===== src/assert_macros.svh =====
// Assertion macros used by the tokenizer top level.
`ifndef ASSERT_MACROS_SVH
`define ASSERT_MACROS_SVH

// Check a property on every rising clock edge outside reset.
`define ASSERT_PROP(label, prop, msg) \
  label: assert property (@(posedge clk) disable iff (!rst_n) (prop)) else $error(msg);

// Check that a condition never holds outside reset.
`define ASSERT_NEVER(label, cond, msg) \
  `ASSERT_PROP(label, !(cond), msg)

`endif


===== src/sqlk_pkg.sv =====
// Shared types, token codes and keyword tables of the SQL tokenizer.
package sqlk_pkg;

  localparam int KW_COUNT = 8;

  // Token kinds beyond the keyword indexes 0..7
  localparam logic [3:0] KIND_IDENT  = 4'd8;
  localparam logic [3:0] KIND_NUMBER = 4'd9;
  localparam logic [3:0] KIND_STRING = 4'd10;
  localparam logic [3:0] KIND_SYMBOL = 4'd11;
  localparam logic [3:0] KIND_END    = 4'd12;

  // End status codes
  localparam logic [1:0] ST_OK       = 2'd0;
  localparam logic [1:0] ST_NO_QUOTE = 2'd1;
  localparam logic [1:0] ST_BAD_CHAR = 2'd2;
  localparam logic [1:0] ST_TOO_LONG = 2'd3;

  // Keyword spellings, first letter in the top byte, short words padded with zeros
  localparam logic [47:0] KW_TEXT [KW_COUNT] = '{
    48'("INSERT"), 48'("UPDATE"), 48'("DELETE"), 48'("SELECT"),
    {32'("INTO"), 16'h0000}, 48'("VALUES"), {32'("FROM"), 16'h0000},
    {40'("WHERE"), 8'h00}
  };
  localparam logic [2:0] KW_LEN [KW_COUNT] = '{
    3'd6, 3'd6, 3'd6, 3'd6, 3'd4, 3'd6, 3'd4, 3'd5
  };

  // One result token
  typedef struct packed {
    logic [3:0]  kind;
    logic [15:0] start_pos;
    logic [15:0] token_len;
    logic [7:0]  symbol_char;
    logic [1:0]  status;
    logic [7:0]  bad_char;
    logic        last;
  } token_t;

  // Up to two tokens produced by one request, in delivery order
  typedef struct packed {
    logic [1:0] count;
    token_t     first;
    token_t     second;
  } push_t;

endpackage


===== src/sqlk_scan.sv =====
// Scanner state and per-byte token logic of the SQL tokenizer.
module sqlk_scan #(
  parameter int POS_BITS = 16
) (
  input  logic              clk,
  input  logic              rst_n,
  input  logic              step_en,
  input  logic              req_type,
  input  logic [7:0]        char_byte,
  output sqlk_pkg::push_t   push
);

  typedef enum logic [2:0] {
    M_IDLE,
    M_WORD,
    M_NUMBER,
    M_STRING,
    M_ERROR
  } mode_t;

  localparam logic [7:0] CH_SPACE = 8'h20;
  localparam logic [7:0] CH_QUOTE = 8'h22;
  localparam logic [7:0] CH_UNDER = 8'h5F;
  localparam logic [7:0] CH_DOT   = 8'h2E;
  localparam logic [POS_BITS-1:0] POS_ONE = {{(POS_BITS-1){1'b0}}, 1'b1};

  mode_t               mode_r, mode_nxt;
  logic [POS_BITS-1:0] pos_r, pos_nxt;
  logic [POS_BITS-1:0] start_r, start_nxt;
  logic [7:0]          cand_r, cand_nxt;
  logic [2:0]          wlen_r, wlen_nxt;
  logic [1:0]          err_r, err_nxt;
  logic [7:0]          errb_r, errb_nxt;

  sqlk_pkg::token_t flush_tok, tail_tok;
  logic             flush_v, tail_v, fresh;
  logic [1:0]       end_st;
  logic [15:0]      open_start, open_len, pos16;

  function automatic logic is_letter(input logic [7:0] c);
    return (c inside {[8'h41:8'h5A], [8'h61:8'h7A]});
  endfunction

  function automatic logic is_digit(input logic [7:0] c);
    return (c inside {[8'h30:8'h39]});
  endfunction

  function automatic logic is_sym(input logic [7:0] c);
    return (c inside {8'h28, 8'h29, 8'h2C, 8'h3B, 8'h3D, 8'h2A});
  endfunction

  // Narrow the keyword candidates by one more character; returns {cand, wlen}
  function automatic logic [10:0] match_step(input logic [7:0] cand,
                                             input logic [2:0] wlen,
                                             input logic [7:0] c);
    logic [7:0] up;
    logic [7:0] nc;
    logic [7:0] kc;
    logic [2:0] nl;
    up = (c inside {[8'h61:8'h7A]}) ? c - 8'd32 : c;
    nc = cand;
    for (int k = 0; k < sqlk_pkg::KW_COUNT; k++) begin
      kc = 8'(sqlk_pkg::KW_TEXT[k] >> {3'd5 - wlen, 3'b000});
      if (wlen >= sqlk_pkg::KW_LEN[k] || wlen >= 3'd6 || kc != up) begin
        nc[k] = 1'b0;
      end
    end
    nl = (wlen < 3'd7) ? wlen + 3'd1 : wlen;
    return {nc, nl};
  endfunction

  // First surviving keyword of matching length, else identifier
  function automatic logic [3:0] word_kind(input logic [7:0] cand, input logic [2:0] wlen);
    logic [3:0] kind;
    kind = sqlk_pkg::KIND_IDENT;
    for (int k = sqlk_pkg::KW_COUNT - 1; k >= 0; k--) begin
      if (cand[k] && sqlk_pkg::KW_LEN[k] == wlen) begin
        kind = 4'(k);
      end
    end
    return kind;
  endfunction

  assign open_start = 16'(start_r);
  assign open_len   = 16'(pos_r - start_r);
  assign pos16      = 16'(pos_r);

  // Next state and the tokens caused by this request
  always_comb begin
    mode_nxt  = mode_r;
    pos_nxt   = pos_r;
    start_nxt = start_r;
    cand_nxt  = cand_r;
    wlen_nxt  = wlen_r;
    err_nxt   = err_r;
    errb_nxt  = errb_r;
    flush_v   = 1'b0;
    tail_v    = 1'b0;
    fresh     = 1'b0;
    end_st    = err_r;
    flush_tok = '0;
    tail_tok  = '0;
    flush_tok.start_pos = open_start;
    flush_tok.token_len = open_len;
    flush_tok.kind      = (mode_r == M_WORD) ? word_kind(cand_r, wlen_r)
                                             : sqlk_pkg::KIND_NUMBER;

    if (req_type) begin
      // End of input: flush, report, return to reset state
      flush_v = (mode_r == M_WORD) || (mode_r == M_NUMBER);
      if (mode_r == M_STRING && err_r == sqlk_pkg::ST_OK) begin
        end_st = sqlk_pkg::ST_NO_QUOTE;
      end
      tail_v             = 1'b1;
      tail_tok.kind      = sqlk_pkg::KIND_END;
      tail_tok.start_pos = pos16;
      tail_tok.status    = end_st;
      tail_tok.bad_char  = (end_st == sqlk_pkg::ST_BAD_CHAR) ? errb_r : 8'h00;
      mode_nxt  = M_IDLE;
      pos_nxt   = '0;
      start_nxt = '0;
      cand_nxt  = 8'hFF;
      wlen_nxt  = 3'd0;
      err_nxt   = sqlk_pkg::ST_OK;
      errb_nxt  = 8'h00;
    end else if (mode_r == M_ERROR) begin
      // Drop bytes once an error is latched
    end else if (pos_r == '1) begin
      err_nxt  = sqlk_pkg::ST_TOO_LONG;
      mode_nxt = M_ERROR;
    end else if (mode_r == M_STRING) begin
      if (char_byte == CH_QUOTE) begin
        tail_v             = 1'b1;
        tail_tok.kind      = sqlk_pkg::KIND_STRING;
        tail_tok.start_pos = open_start;
        tail_tok.token_len = open_len;
        mode_nxt           = M_IDLE;
      end
      pos_nxt = pos_r + POS_ONE;
    end else begin
      fresh = 1'b1;
      if (mode_r == M_WORD) begin
        if (is_letter(char_byte) || is_digit(char_byte) || char_byte == CH_UNDER) begin
          {cand_nxt, wlen_nxt} = match_step(cand_r, wlen_r, char_byte);
          pos_nxt = pos_r + POS_ONE;
          fresh   = 1'b0;
        end else begin
          flush_v = 1'b1;
        end
      end else if (mode_r == M_NUMBER) begin
        if (is_digit(char_byte) || char_byte == CH_DOT) begin
          pos_nxt = pos_r + POS_ONE;
          fresh   = 1'b0;
        end else begin
          flush_v = 1'b1;
        end
      end
      // Handle the byte as if the scanner were idle
      if (fresh) begin
        mode_nxt = M_IDLE;
        if (char_byte == CH_SPACE) begin
          // skip
        end else if (is_sym(char_byte)) begin
          tail_v               = 1'b1;
          tail_tok.kind        = sqlk_pkg::KIND_SYMBOL;
          tail_tok.start_pos   = pos16;
          tail_tok.token_len   = 16'd1;
          tail_tok.symbol_char = char_byte;
        end else if (is_letter(char_byte)) begin
          mode_nxt  = M_WORD;
          start_nxt = pos_r;
          {cand_nxt, wlen_nxt} = match_step(8'hFF, 3'd0, char_byte);
        end else if (is_digit(char_byte)) begin
          mode_nxt  = M_NUMBER;
          start_nxt = pos_r;
        end else if (char_byte == CH_QUOTE) begin
          mode_nxt  = M_STRING;
          start_nxt = pos_r;
        end else begin
          err_nxt  = sqlk_pkg::ST_BAD_CHAR;
          errb_nxt = char_byte;
          mode_nxt = M_ERROR;
        end
        if (mode_nxt != M_ERROR) begin
          pos_nxt = pos_r + POS_ONE;
        end
      end
    end

    // Mark the final token of this request
    if (tail_v) begin
      tail_tok.last = 1'b1;
    end else begin
      flush_tok.last = 1'b1;
    end
  end

  assign push.count  = {1'b0, flush_v} + {1'b0, tail_v};
  assign push.first  = flush_v ? flush_tok : tail_tok;
  assign push.second = tail_tok;

  // Hold scanner state; advance when the request is taken
  always_ff @(posedge clk) begin
    if (!rst_n) begin
      mode_r  <= M_IDLE;
      pos_r   <= '0;
      start_r <= '0;
      cand_r  <= 8'hFF;
      wlen_r  <= 3'd0;
      err_r   <= sqlk_pkg::ST_OK;
      errb_r  <= 8'h00;
    end else if (step_en) begin
      mode_r  <= mode_nxt;
      pos_r   <= pos_nxt;
      start_r <= start_nxt;
      cand_r  <= cand_nxt;
      wlen_r  <= wlen_nxt;
      err_r   <= err_nxt;
      errb_r  <= errb_nxt;
    end
  end

endmodule


===== src/sqlk_out_queue.sv =====
// Two-entry result queue whose head register drives the output channel.
module sqlk_out_queue (
  input  logic              clk,
  input  logic              rst_n,
  input  logic              push_en,
  input  sqlk_pkg::push_t   push,
  input  logic              out_ready,
  output sqlk_pkg::token_t  head,
  output logic              head_valid,
  output logic [1:0]        free_slots
);

  sqlk_pkg::token_t head_r, head_nxt, tail_r, tail_nxt;
  logic             hv_r, hv_nxt, tv_r, tv_nxt;
  logic             pop;

  assign pop        = hv_r && out_ready;
  assign free_slots = {1'b0, ~hv_r} + {1'b0, ~tv_r} + {1'b0, pop};
  assign head       = head_r;
  assign head_valid = hv_r;

  // Shift out the taken head, then append new tokens
  always_comb begin
    head_nxt = head_r;
    tail_nxt = tail_r;
    hv_nxt   = hv_r;
    tv_nxt   = tv_r;
    if (pop) begin
      head_nxt = tail_r;
      hv_nxt   = tv_r;
      tv_nxt   = 1'b0;
    end
    if (push_en) begin
      case (push.count)
        2'd1: begin
          if (!hv_nxt) begin
            head_nxt = push.first;
            hv_nxt   = 1'b1;
          end else begin
            tail_nxt = push.first;
            tv_nxt   = 1'b1;
          end
        end
        2'd2: begin
          head_nxt = push.first;
          tail_nxt = push.second;
          hv_nxt   = 1'b1;
          tv_nxt   = 1'b1;
        end
        default: begin
        end
      endcase
    end
  end

  always_ff @(posedge clk) begin
    if (!rst_n) begin
      hv_r <= 1'b0;
      tv_r <= 1'b0;
    end else begin
      hv_r <= hv_nxt;
      tv_r <= tv_nxt;
    end
    head_r <= head_nxt;
    tail_r <= tail_nxt;
  end

endmodule


===== src/sql_keyword_tokenizer_unit.sv =====
// Top level of the streaming SQL keyword tokenizer.
// Takes one request per cycle while the queue has room: a character byte or an
// end-of-input marker. Each accepted request is held in the input register, is scanned by
// the per-byte logic and lands in a two-entry result queue whose head drives the output;
// results are registered into the queue when the request leaves the input register. A
// request that ends one token and starts a symbol, or ends the input while a word or
// number is open, yields two results, so the input holds while the queue lacks room for
// them. After the end result the scanner restarts at offset zero.
`include "assert_macros.svh"

module sql_keyword_tokenizer_unit #(
  parameter int POS_BITS = 16
) (
  input  logic        clk,
  input  logic        rst_n,
  input  logic        in_tvalid,
  output logic        in_tready,
  input  logic [7:0]  in_tdata,   // [7:0] char_byte
  input  logic [0:0]  in_tuser,   // [0] req_type
  output logic        out_tvalid,
  input  logic        out_tready,
  output logic [55:0] out_tdata,  // [15:0] start_pos, [31:16] token_len,
                                  // [39:32] symbol_char, [41:40] status,
                                  // [49:42] bad_char, [55:50] zero
  output logic [3:0]  out_tuser,  // [3:0] token_kind
  output logic        out_tlast   // last_result
);

  logic             in_v_r, in_v_nxt;
  logic             in_req_r;
  logic [7:0]       in_char_r;
  logic             fire;
  logic [1:0]       free_slots;
  sqlk_pkg::push_t  push;
  sqlk_pkg::token_t head;

  // Take the held request once the queue has room for its tokens
  assign fire      = in_v_r && (push.count <= free_slots);
  assign in_tready = !in_v_r || fire;
  assign in_v_nxt  = in_tready ? in_tvalid : in_v_r;

  always_ff @(posedge clk) begin
    if (!rst_n) begin
      in_v_r <= 1'b0;
    end else begin
      in_v_r <= in_v_nxt;
    end
    if (in_tvalid && in_tready) begin
      in_req_r  <= in_tuser[0];
      in_char_r <= in_tdata;
    end
  end

  sqlk_scan #(
    .POS_BITS (POS_BITS)
  ) u_scan (
    .clk       (clk),
    .rst_n     (rst_n),
    .step_en   (fire),
    .req_type  (in_req_r),
    .char_byte (in_char_r),
    .push      (push)
  );

  sqlk_out_queue u_queue (
    .clk        (clk),
    .rst_n      (rst_n),
    .push_en    (fire),
    .push       (push),
    .out_ready  (out_tready),
    .head       (head),
    .head_valid (out_tvalid),
    .free_slots (free_slots)
  );

  // Pack the head token onto the output channel
  assign out_tdata = {6'b000000, head.bad_char, head.status, head.symbol_char,
                      head.token_len, head.start_pos};
  assign out_tuser = head.kind;
  assign out_tlast = head.last;

  `ASSERT_PROP(a_end_is_last, out_tvalid && out_tuser == sqlk_pkg::KIND_END |-> out_tlast, "end token without last flag")
  `ASSERT_PROP(a_end_yields_result, fire && in_req_r |=> out_tvalid, "end request left no result")
  `ASSERT_NEVER(a_token_status_clear, out_tvalid && out_tuser != sqlk_pkg::KIND_END && out_tdata[49:40] != 10'd0, "status on a non-end token")

endmodule

===== config.mk =====
export PLATFORM = sky130hd
export DESIGN_NAME = sql_keyword_tokenizer_unit
export DESIGN_NICKNAME = d
export VERILOG_FILES = /design/src/sqlk_pkg.sv /design/src/sqlk_scan.sv /design/src/sqlk_out_queue.sv /design/src/sql_keyword_tokenizer_unit.sv
export VERILOG_INCLUDE_DIRS = /design/src /design/src/src
export SDC_FILE = /design/constraint.sdc
export NUM_CORES = 1
export LEC_CHECK = 0
export ABC_AREA = 0
export CORE_UTILIZATION = 30
export DETAILED_ROUTE_END_ITERATION = 16
export DONT_BUFFER_PORTS = 1
export PLACE_DENSITY_LB_ADDON = 0.12
export SLEW_MARGIN = 40
export SYNTH_ARGS = -nofsm -noshare
export SYNTH_HDL_FRONTEND = slang
export SYNTH_SLANG_ARGS = --single-unit
export TNS_END_PERCENT = 5

===== constraint.sdc =====
create_clock -name clk -period 5.56 [get_ports clk]
set_input_delay 0.834 -clock clk [delete_from_list [all_inputs] [get_ports clk]]
set_output_delay 0.834 -clock clk [all_outputs]
set_load 0.01 [all_outputs]

After elaboration in Yosys (flattened, before gate mapping) --
Index checks and enable logic that the tools add are counted.
Storage, ports and cells: bits in registers 178, input bits 13
Cells by class: $add $sub $neg 8, $lt $le $gt $ge 11, equality and inequality tests 53, shift-type cells 8, multiplexer cells 158, bitwise gates (word level) 2, reduce and logical (&&, ||, !) cells 47
Operators by type and width (count):
- 44-bit two-way mux | 9
- 47-bit by 6-bit >> shifter with 8-bit output (first input constant) | 8
- 16-bit two-way mux | 20
- 55-bit two-way mux | 5
- 55-bit case mux with 2 select lines | 2
- 8-bit two-way mux | 23
- 3-bit two-way mux | 27
- 8-bit by 6-bit equality test with 1-bit output (second input constant) | 9
- 36-bit two-way mux | 2
- 8-bit != test | 8
- 7-bit by 8-bit != test with 1-bit output (first input constant) | 7
- 1-bit two-way mux | 45
- 4-bit two-way mux | 9
- 2-bit two-way mux | 12
- 24-bit two-way mux | 1
- 20-bit two-way mux | 1
- 16-bit by 1-bit adder with 16-bit output (second input constant) | 1
- 16-bit equality test (second input constant) | 1
- 8-bit by 7-bit >= comparator with 1-bit output (second input constant) | 2
- 8-bit by 7-bit <= comparator with 1-bit output (second input constant) | 2
- 2-bit != test (second input constant) | 8
- 16-bit subtractor | 1
- 1-bit logical AND | 15
- 1-bit logical OR | 15
- other kinds (36) | 54

Longest topological paths before layout --
Gate-level depths: netlist of the first run.
depth after elaboration 24, depth in mapped cells 22, gate-level depth less buffers 18

Modules after synthesis --
Synthesis of the first run repeated with hierarchy kept, for this count alone.
Second synthesis, totals: cells, all modules 1121, area, all modules 10651.5 µm²
By module, submodules not included:
- sqlk_scan | times used 1, cells each 769, area an instance 5385.2 µm², seq. area each 1121.1 µm²
- sqlk_out_queue | times used 1, cells each 323, area an instance 4835.9 µm², seq. area each 2792.7 µm²
- sql_keyword_tokenizer_unit | times used 1, cells each 29, area an instance 430.4 µm², seq. area each 290.3 µm²

Least setup slack after synthesis of the first run --
No wires, ideal clock.
kind reg-to-reg, start point register u_scan.pos_r[1] (netlist: u_scan.pos16[1]), end point register u_queue.tail_r[0] (netlist name) (enable), library setup time 0.468 ns, arrival 5.379 ns, data required time 5.092 ns, path slack -0.286 ns, cell stages (with the launch flop) 19, period minus slack after synthesis 5.846 ns, path through dfxtp_1 > ha_1 > and2_1 > buf_2 > nand4_1 > or4_1 > buf_2 > o211ai_2 > a21o_4 > buf_12 > inv_6 > ha_1 > clkbuf_1 > inv_1 > ha_1 > nand2_1 > o21ai_0 > nand2_1 > nor2_1
Between the ends: longest elaborated chain between the ends 8, elaborated cells on any way between the ends 15, those cells by class add/sub: 1; order compare: 1; eq/ne: 4; mux: 6; reduce/logical: 3
Ends and longest elaborated chain:
- start, declared | RTL line sqlk_scan.sv:28 | logic [POS_BITS-1:0] pos_r, pos_nxt;
- start signal, assigned | RTL line sqlk_scan.sv:214 | pos_r <= pos_nxt;
- 16-bit equality test * | RTL line sqlk_scan.sv:128 | end else if (pos_r == '1) begin
- 1-bit two-way mux | RTL line sqlk_scan.sv:128
- 1-bit two-way mux | RTL line sqlk_scan.sv:126 | end else if (mode_r == M_ERROR) begin
- 1-bit two-way mux | RTL line sqlk_scan.sv:108 | if (req_type) begin
- 1-bit by 1-bit adder with 2-bit output * | RTL line sqlk_scan.sv:198 | assign push.count = {1'b0, flush_v} + {1'b0, tail_v};
- 2-bit by 1-bit equality test with 1-bit output, or another cell as far along | RTL line sqlk_out_queue.sv:34 | case (push.count)
- 2-bit by 1-bit != test with 1-bit output (no line), or another cell as far along
- 3-bit AND reduction (no line) *
- end signal, assigned | RTL line sqlk_out_queue.sv:65 | tail_r <= tail_nxt;
- end, declared | RTL line sqlk_out_queue.sv:13 | sqlk_pkg::token_t head_r, head_nxt, tail_r, tail_nxt;
Mark *: on every way between the ends. The rest lies on a longest branch, timed or not. A chain may end at the register's enable or synchronous reset.

Worst setup path after layout of the first run --
start point register u_scan.pos_r[1] (netlist: u_scan.pos16[1]), end point register u_scan.cand_r[2]
Between the ends: longest elaborated chain between the ends 8, elaborated cells on any way between the ends 12, those cells by class add/sub: 1; order compare: 1; eq/ne: 2; mux: 6; reduce/logical: 2
Ends and longest elaborated chain:
- 16-bit equality test * | RTL line sqlk_scan.sv:128
- 1-bit two-way mux | RTL line sqlk_scan.sv:128
- 1-bit two-way mux | RTL line sqlk_scan.sv:126
- 1-bit two-way mux | RTL line sqlk_scan.sv:108
- 1-bit by 1-bit adder with 2-bit output | RTL line sqlk_scan.sv:198
- 2-bit <= comparator | RTL line sql_keyword_tokenizer_unit.sv:38 | assign fire = in_v_r && (push.count <= free_slots);
- 1-bit logical AND | RTL line sql_keyword_tokenizer_unit.sv:38
- 4-bit AND reduction (no line) *
- end signal, assigned | RTL line sqlk_scan.sv:216 | cand_r <= cand_nxt;
- end, declared | RTL line sqlk_scan.sv:30 | logic [7:0] cand_r, cand_nxt;
Marks and branches as above.

==> results of run 1 <==
[power by group]
group          leakage, nW  internal, mW  switching (mW)
combinational         2.10         0.104           0.165
clock                0.277         0.668           0.540
sequential            1.46          1.41          0.0876
[per-layer routing]
layer	up-vias	routed length [um]	track usage
met5	-	13	0
met4	2	396	0.0459
met3	25	1360	0.0370
met2	161	13300	0.274
met1	3963	15800	0.266
li1	4021	-	-
[sequential cells by signal (all words and copies together) (netlist names), 2 cells and up]
signal	flops
u_queue.head	55
u_queue.tail_r	55
u_scan.open_start	16
u_scan.pos16	16
in_char_r	8
u_scan.cand_r	8
u_scan.errb_r	8
u_scan.mode_r	3
u_scan.wlen_r	3
u_scan.err_r	2
[cell usage after synthesis (4+ instances only)]
library cell / instances / area, um^2
nor3b_1: 4 / 30.0
nand3_1: 26 / 130
buf_4: 6 / 45.0
nand2_1: 108 / 405
nor2_1: 70 / 263
o21ai_1: 4 / 20.0
o21bai_1: 5 / 37.5
nor2b_1: 12 / 75.1
a21boi_0: 4 / 30.0
xor2_1: 13 / 114
and2_1: 22 / 138
clkbuf_1: 44 / 165
o221ai_1: 4 / 35.0
o21a_1: 7 / 52.6
edfxtp_1: 64 / 1920
xnor2_1: 28 / 245
o31ai_1: 16 / 120
or4_1: 4 / 30.0
buf_2: 18 / 90.1
a22o_1: 18 / 158
a21oi_1: 60 / 300
o211ai_1: 14 / 105
dfxtp_1: 114 / 2280
nand2b_1: 16 / 100
or2_2: 4 / 25.0
a32o_1: 11 / 110
or3_1: 11 / 68.8
and3_1: 15 / 93.8
inv_1: 44 / 165
nor3_1: 23 / 115
a31oi_1: 13 / 81.3
nand4_1: 30 / 188
buf_1: 8 / 30.0
o22ai_1: 18 / 113
nand3b_1: 4 / 30.0
a211oi_1: 10 / 75.1
o2bb2ai_1: 12 / 105
mux2i_1: 51 / 510
a21o_1: 6 / 45.0
a211o_1: 5 / 43.8
ha_1: 35 / 438
o21ai_0: 37 / 185
a221o_1: 16 / 160
o311ai_0: 4 / 35.0
[worst register-to-register path, stage by stage, from the launching register on]
cell	delay (ns)
dfxtp_1	0.52
ha_1	0.26
and2_1	0.26
nand4_1	0.20
or4_1	0.64
o211ai_2	0.15
a21o_4	0.22
inv_6	0.08
ha_1	0.44
inv_1	0.08
ha_1	0.28
nand2_1	0.06
o21a_1	0.17
nor3b_2	0.23
o21ai_1	0.26
nand2b_1	0.39
or3_1	0.43
o311ai_0	0.28
[cells by family (layout without fill, tap and decap cells)]
logic type                 count (synthesis)  count (layout)  share of synthesized area
and+or+nand+nor                          365             365                      0.186
adders and majority gates                 37              37                     0.0462
other                                      1               8                   0.000370
xor gates and xnor gates                  41              41                     0.0355
AOI/OAI and AO/OA                        300             300                      0.214
buffers and inverters                    123             106                     0.0529
muxes                                     51              51                     0.0504
DFF                                      178             178                      0.415
[path summary, 6_finish.rpt]
| check | endpoint | slack, ns |
|---|---|---|
| min | u_scan.cand_r[4]$_SDFFE_PN1P_ | 0.48 |
| min reg2reg | u_scan.cand_r[4]$_SDFFE_PN1P_ | 0.48 |
| max reg2reg | u_scan.cand_r[2]$_SDFFE_PN1P_ | 0.51 |
| max | u_scan.cand_r[2]$_SDFFE_PN1P_ | 0.51 |
[placed cells by master, fill, tap and decap left out, types with 18 or more instances in the layout]
cell type	n
a21oi_1	59
dfxtp_1	114
xnor2_1	28
nand4_1	30
edfxtp_1	64
inv_1	44
and2_1	21
mux2i_1	51
ha_1	35
buf_4	28
clkbuf_16	18
o21ai_0	37
nand3_1	26
o22ai_1	18
a22o_1	18
nor3_1	23
nand2_1	107
nor2_1	68
[layout make-up]
type / count / area (um^2) / share of cell area
clock inverter: 11 / 101 / 0.00904
timing repair buffer: 29 / 230 / 0.0205
inverter: 45 / 174 / 0.0155
clock buffer: 21 / 482 / 0.0430
sequential: 178 / 4200 / 0.375
multi-input combinational: 802 / 5460 / 0.487
tap: 442 / 553 / 0.0493
==> flow_summary.yaml, run 1 <==
status:
  run_status: "complete, no violations"
clocking:
  clock-sinks: 178
  hold_buffers: 0
  post_cts_resized: 0
  clk_latency_ns: 0.44
  htreeDepth: 4
  cts.clk_slew.worst_paths_ns: 0.07
  cts_setup_buffers: 0
  cts_buffers: 17
  cts_buffer_depth: 2
  root_buffer: "clkbuf_16"
  cts_tree: "built"
detailed_routing:
  drtPass1Iterations: 5
  wire_per_inst_um: 20.2
  vias: 8172
  drt_wl_total_um: 30800
  ant_nets: 0
  post_drt_via_cell_ratio: 5.35
  drc: 0
  drt_first_iter_violations: 521
worst_setup_path:
  critical_path.most_common_cell: "ha_1"
  crit_type: "flip-flop to flip-flop"
  crit_path_max_fanout: 10
  cp.required_ns: 5.89
  cp_top_family: "simple AND/OR/NAND/NOR gates"
  worst-path-buf-inv: 2
  r2r-start: "u_scan.pos16[1]$_SDFFE_PN0P_"
  cp-start-kind: "flip-flop"
  critPathMaxStageDelay_ns: 0.64
  path_cells: "ha_1 > and2_1 > nand4_1 > or4_1 > o211ai_2 > a21o_4 > inv_6 > ha_1 > inv_1 > ha_1 > nand2_1 > o21a_1 > nor3b_2 > o21ai_1 > nand2b_1 > or3_1 > o311ai_0"
  arrival_ns: 5.38
  path_depth: 17
  worstSetupStartpoint: "u_scan.pos16[1]$_SDFFE_PN0P_"
  cp_slowest_cell: "or4_1"
  end_kind: "flip-flop"
  r2r_cells: 17
yosys:
  ys_ff_latch: 178
  synth_warnings: 0
  synth_edf_count: 64
  synthArstFlopShare: 0
  ys.flop_type: "dfxtp_1"
  avgSynthCellArea_um2: 9.24
  synthCells: 1096
  netlist_area_um2: 10100
  seq_area_frac_synth: 0.415
  synth_cell_types: 87
grt:
  grt_max_degree: 44
  grt_pass1_wl_um: 48000
  antenna_found_initial: 1
  grtUsageTotal: 0.183
  overflow: 0
  first_global_vias: 7766
flow_run:
  cap_violations: 0
cells_and_area:
  drive_above_1_share: 0.0866
  fill_cells: 3477
  fin_util: 0.341
  postLayoutCellArea_um2: 11200
  fin_cells: 1528
  antennaDiodeCount: 0
  nets: 1122
  area_growth_pct: 10.7
die:
  rows: 66
  die_h_um: 186
  start_util: 0.308
  fp.dieW_um: 186
  io_pins: 76
  die-area_um2: 34500
  core-area_um2: 32900
sta:
  maxSlewHeadroom: 0.472
  setup-violations-final: 0
  worstMarginPinSlew_ns: 0.787
  hold_viol: 0
  timing.setup.tns_ns: 0
  period_share: 0.908
  setup_slack_ns: 0.513
  whs_ns: 0.476
  fmax_mhz: 198
  min_period_ns: 5.05
  fin_skew_ns: 0.0111
  drv_slew: 0
  rsz0062_at_grt: "no"
placement:
  io_buffers: 0
  place_area_um2: 10600
  post-place-ws_ns: 0.531
  place_inst: 1496
  dp_hpwl_um: 21400
  gp_congestion: 0.808
worst_hold_path:
  hold_path.class: "flip-flop to flip-flop"
  hp-start: "u_scan.cand_r[4]$_SDFFE_PN1P_"
  holdPathStages: 2
power:
  power.total_mw: 2.97
  power.leakage_nw: 3.84
  ir_drop_mv: 0.164
  powerDensity_nw_per_um2: 265
(Power assumes the default switching activity.)
==> run 2, diff against run 1 <==
Settings changed: SYNTH_HIERARCHICAL from default to 1.
==> run 2 against run 1 <==
Net effect: critical path depth unchanged; cell area up 3.9%; final cell count grew 2.1%; hold slack better by 0.0042 ns; first-iteration DRC count is 0.96% lower; global-route usage shrank 0.83 points; count of clock-buffer cells in the layout shrank 4; wire length is 0.31% lower; clock skew decreased by 0.0033 ns; register-to-register slack better by 0.02 ns; critical endpoint is now u_scan/cand_r[3]$_SDFFE_PN1P_.
==> flow_summary.yaml, run 2 <==
die:
  core-area_um2: 34700
  die_h_um: 190
  start_util: 0.307
  fp.dieW_um: 190
  die-area_um2: 36300
  rows: 68
  io_pins: 76
cells_and_area:
  final_common_cell: "dfxtp_1"
  nets: 1140
  area_growth_pct: 9.32
  postLayoutCellArea_um2: 11600
  fin_cells: 1560
  final_cell_mix: "dfxtp_1 (114), nor2_1 (78), o21ai_0 (76)"
  antennaDiodeCount: 0
  drive_above_1_share: 0.141
clocking:
  post_cts_resized: 0
  hold_buffers: 0
  cts_tree: "built"
  cts_setup_buffers: 0
  cts_buffers: 17
  cts_buffer_depth: 2
  cts.clk_slew.worst_paths_ns: 0.07
  clock-sinks: 178
  root_buffer: "clkbuf_16"
  clk_latency_ns: 0.44
  htreeDepth: 4
sta:
  maxSlewHeadroom: 0.448
  hold_viol: 0
  fin_skew_ns: 0.00779
  rsz0062_at_grt: "no"
  setup-violations-final: 0
  fmax_mhz: 199
  worstMarginPinSlew_ns: 0.828
  period_share: 0.904
  timing.setup.tns_ns: 0
  setup_slack_ns: 0.534
  min_period_ns: 5.03
  drv_slew: 0
detailed_routing:
  ant_nets: 0
  drt_first_iter_violations: 516
  drc: 0
  drt_wl_total_um: 30800
  drtPass1Iterations: 5
  post_drt_via_cell_ratio: 5.24
  vias: 8168
  wire_per_inst_um: 19.7
yosys:
  yosysTopAreaCellShare: 0.214
  yosys-top-cells-count: "dfxtp_1 (114), nor2_1 (79), nand2_1 (76), o21ai_0 (76), edfxtp_1 (64)"
  synth_area_leaders: "dfxtp_1 (21%), edfxtp_1 (18%), mux2_2 (6.1%), mux2i_1 (5.4%), ha_1 (4.0%)"
  synthArstFlopShare: 0
  netlist_area_um2: 10700
  synthCells: 1121
  synth_warnings: 6
  ys.flop_type: "dfxtp_1"
  synth_edf_count: 64
  ys_ff_latch: 178
  avgSynthCellArea_um2: 9.50
  yosysTopAreaCell: "dfxtp_1"
  synth_cell_types: 77
  seq_area_frac_synth: 0.395
  yosysMostFrequentCell: "dfxtp_1"
worst_setup_path:
  reg2reg_slack_ns: 0.53
  crit_type: "flip-flop to flip-flop"
  worstSetupStartpoint: "in_char_r[4]$_DFFE_PP_"
  end_kind: "flip-flop"
  arrival_ns: 5.41
  crit_path_max_fanout: 13
  cp-start-kind: "flip-flop"
  r2r-start: "in_char_r[4]$_DFFE_PP_"
  r2r_cells: 17
  r2r_end: "u_scan/cand_r[3]$_SDFFE_PN1P_"
  cp.required_ns: 5.94
  path_cells: "or3_1 > nor3_1 > nor2_1 > o21ai_1 > a22o_1 > a21o_1 > ha_1 > inv_1 > ha_1 > nor2b_4 > o21ai_0 > and2_1 > o21ai_0 > a21oi_2 > nand2_1 > nor4_1 > a311o_1"
  critPathCapture: "u_scan/cand_r[3]$_SDFFE_PN1P_"
  critPathMaxStageDelay_ns: 0.62
  cp_slowest_cell: "edfxtp_1"
grt:
  first_global_vias: 7920
  grt_util_met3: 0.0313
  grt.met2_usage: 0.262
  use_met1: 0.257
  overflow: 0
  grt_max_degree: 42
  grt_pass1_wl_um: 48700
  antenna_found_initial: 0
  grtUsageTotal: 0.175
  busiest_layer: "met2"
flow_run:
  cap_violations: 0
power:
  power.leakage_nw: 4.44
  power.total_mw: 2.95
  powerDensity_nw_per_um2: 253
  ir_drop_mv: 0.141
placement:
  place_area_um2: 11100
  dp_hpwl_um: 21500
  post-place-ws_ns: 0.547
  place_inst: 1528
  gp_congestion: 0.817
  io_buffers: 0
status:
  run_status: "complete, no violations"
worst_hold_path:
  hold_path.class: "flip-flop to flip-flop"
==> run 2: changes by cell type in the layout (fill, tap and decap cells not counted), moves of 11 or more <==
cell / delta
o2bb2ai_1: +34
nand2_1: -32
nand4_1: -21
a221o_1: -16
a32o_1: -11
o31ai_1: -13
a22o_1: +17
o22ai_1: -12
mux2_2: +58
o21ai_0: +39
a21oi_1: -16
nand3_1: +15
==> run 2: report_power, final <==
group | switching (mW) | internal [mW] | total, mW
clock | 0.564 | 0.622 | 1.19
combinational | 0.176 | 0.101 | 0.277
sequential | 0.0805 | 1.41 | 1.49
total | 0.820 | 2.13 | 2.95
==> run 2: kinds of logic (layout without fill, tap and decap cells) <==
| family | count (synthesis) | after routing | synth area share |
|---|---|---|---|
| buf+inv | 129 | 105 | 0.0584 |
| fa+ha+maj | 36 | 36 | 0.0428 |
| mux | 115 | 115 | 0.115 |
| simple gates | 319 | 319 | 0.149 |
| xor+xnor | 42 | 42 | 0.0345 |
| flops | 178 | 178 | 0.395 |
| other cells | 2 | 10 | 0.000705 |
| compound gates | 300 | 300 | 0.205 |
==> run 2: worst min path at each step <==
stage	startpoint	to	slack [ns]	cells after the start
CTS	in_tdata[6]	in_char_r[6]$_DFFE_PP_	0.47	0
detailed placement	u_scan/errb_r[6]$_SDFFE_PN0P_	u_scan/errb_r[6]$_SDFFE_PN0P_	0.47	2
floorplan	u_scan/errb_r[0]$_SDFFE_PN0P_	u_scan/errb_r[0]$_SDFFE_PN0P_	0.45	2
finish	u_scan/errb_r[0]$_SDFFE_PN0P_	u_scan/errb_r[0]$_SDFFE_PN0P_	0.48	2
global route	in_tdata[5]	in_char_r[5]$_DFFE_PP_	0.46	0
global placement	u_scan/errb_r[3]$_SDFFE_PN0P_	u_scan/errb_r[3]$_SDFFE_PN0P_	0.47	2
==> run 2: area by class of cell <==
type | count | area, um^2
timing repair buffer | 32 | 240
inverter | 41 | 154
fill | 3605 | 23100
multi-input combinational | 822 | 5920
clock buffer | 17 | 425
tap | 455 | 569
clock inverter | 15 | 131
sequential | 178 | 4200
==> run 2: routing by layer <==
metal | wire, um | vias to the layer above
met2 | 13300 | 147
met4 | 300 | 0
met1 | 16000 | 3959
met5 | 0 | -
met3 | 1110 | 16
li1 | - | 4046
==> run 2: through the flow <==
stage | hold WS [ns] | utilization
3_3_place_gp | 0.465 | 0.319
5_1_grt | 0.464 | 0.335
6_report | 0.480 | 0.335
2_1_floorplan | 0.450 | -
3_5_place_dp | 0.475 | 0.319
4_1_cts | 0.467 | 0.335
==> run 2: critical path, delay by kind of cell (launching register included) <==
| family | cells | cell delay, ns |
|---|---|---|
| and+or+nand+nor | 7 | 1.94 |
| AOI/OAI and AO/OA | 7 | 1.81 |
| DFF | 1 | 0.62 |
| adders and majority gates | 2 | 0.53 |
| buffers and inverters | 1 | 0.07 |
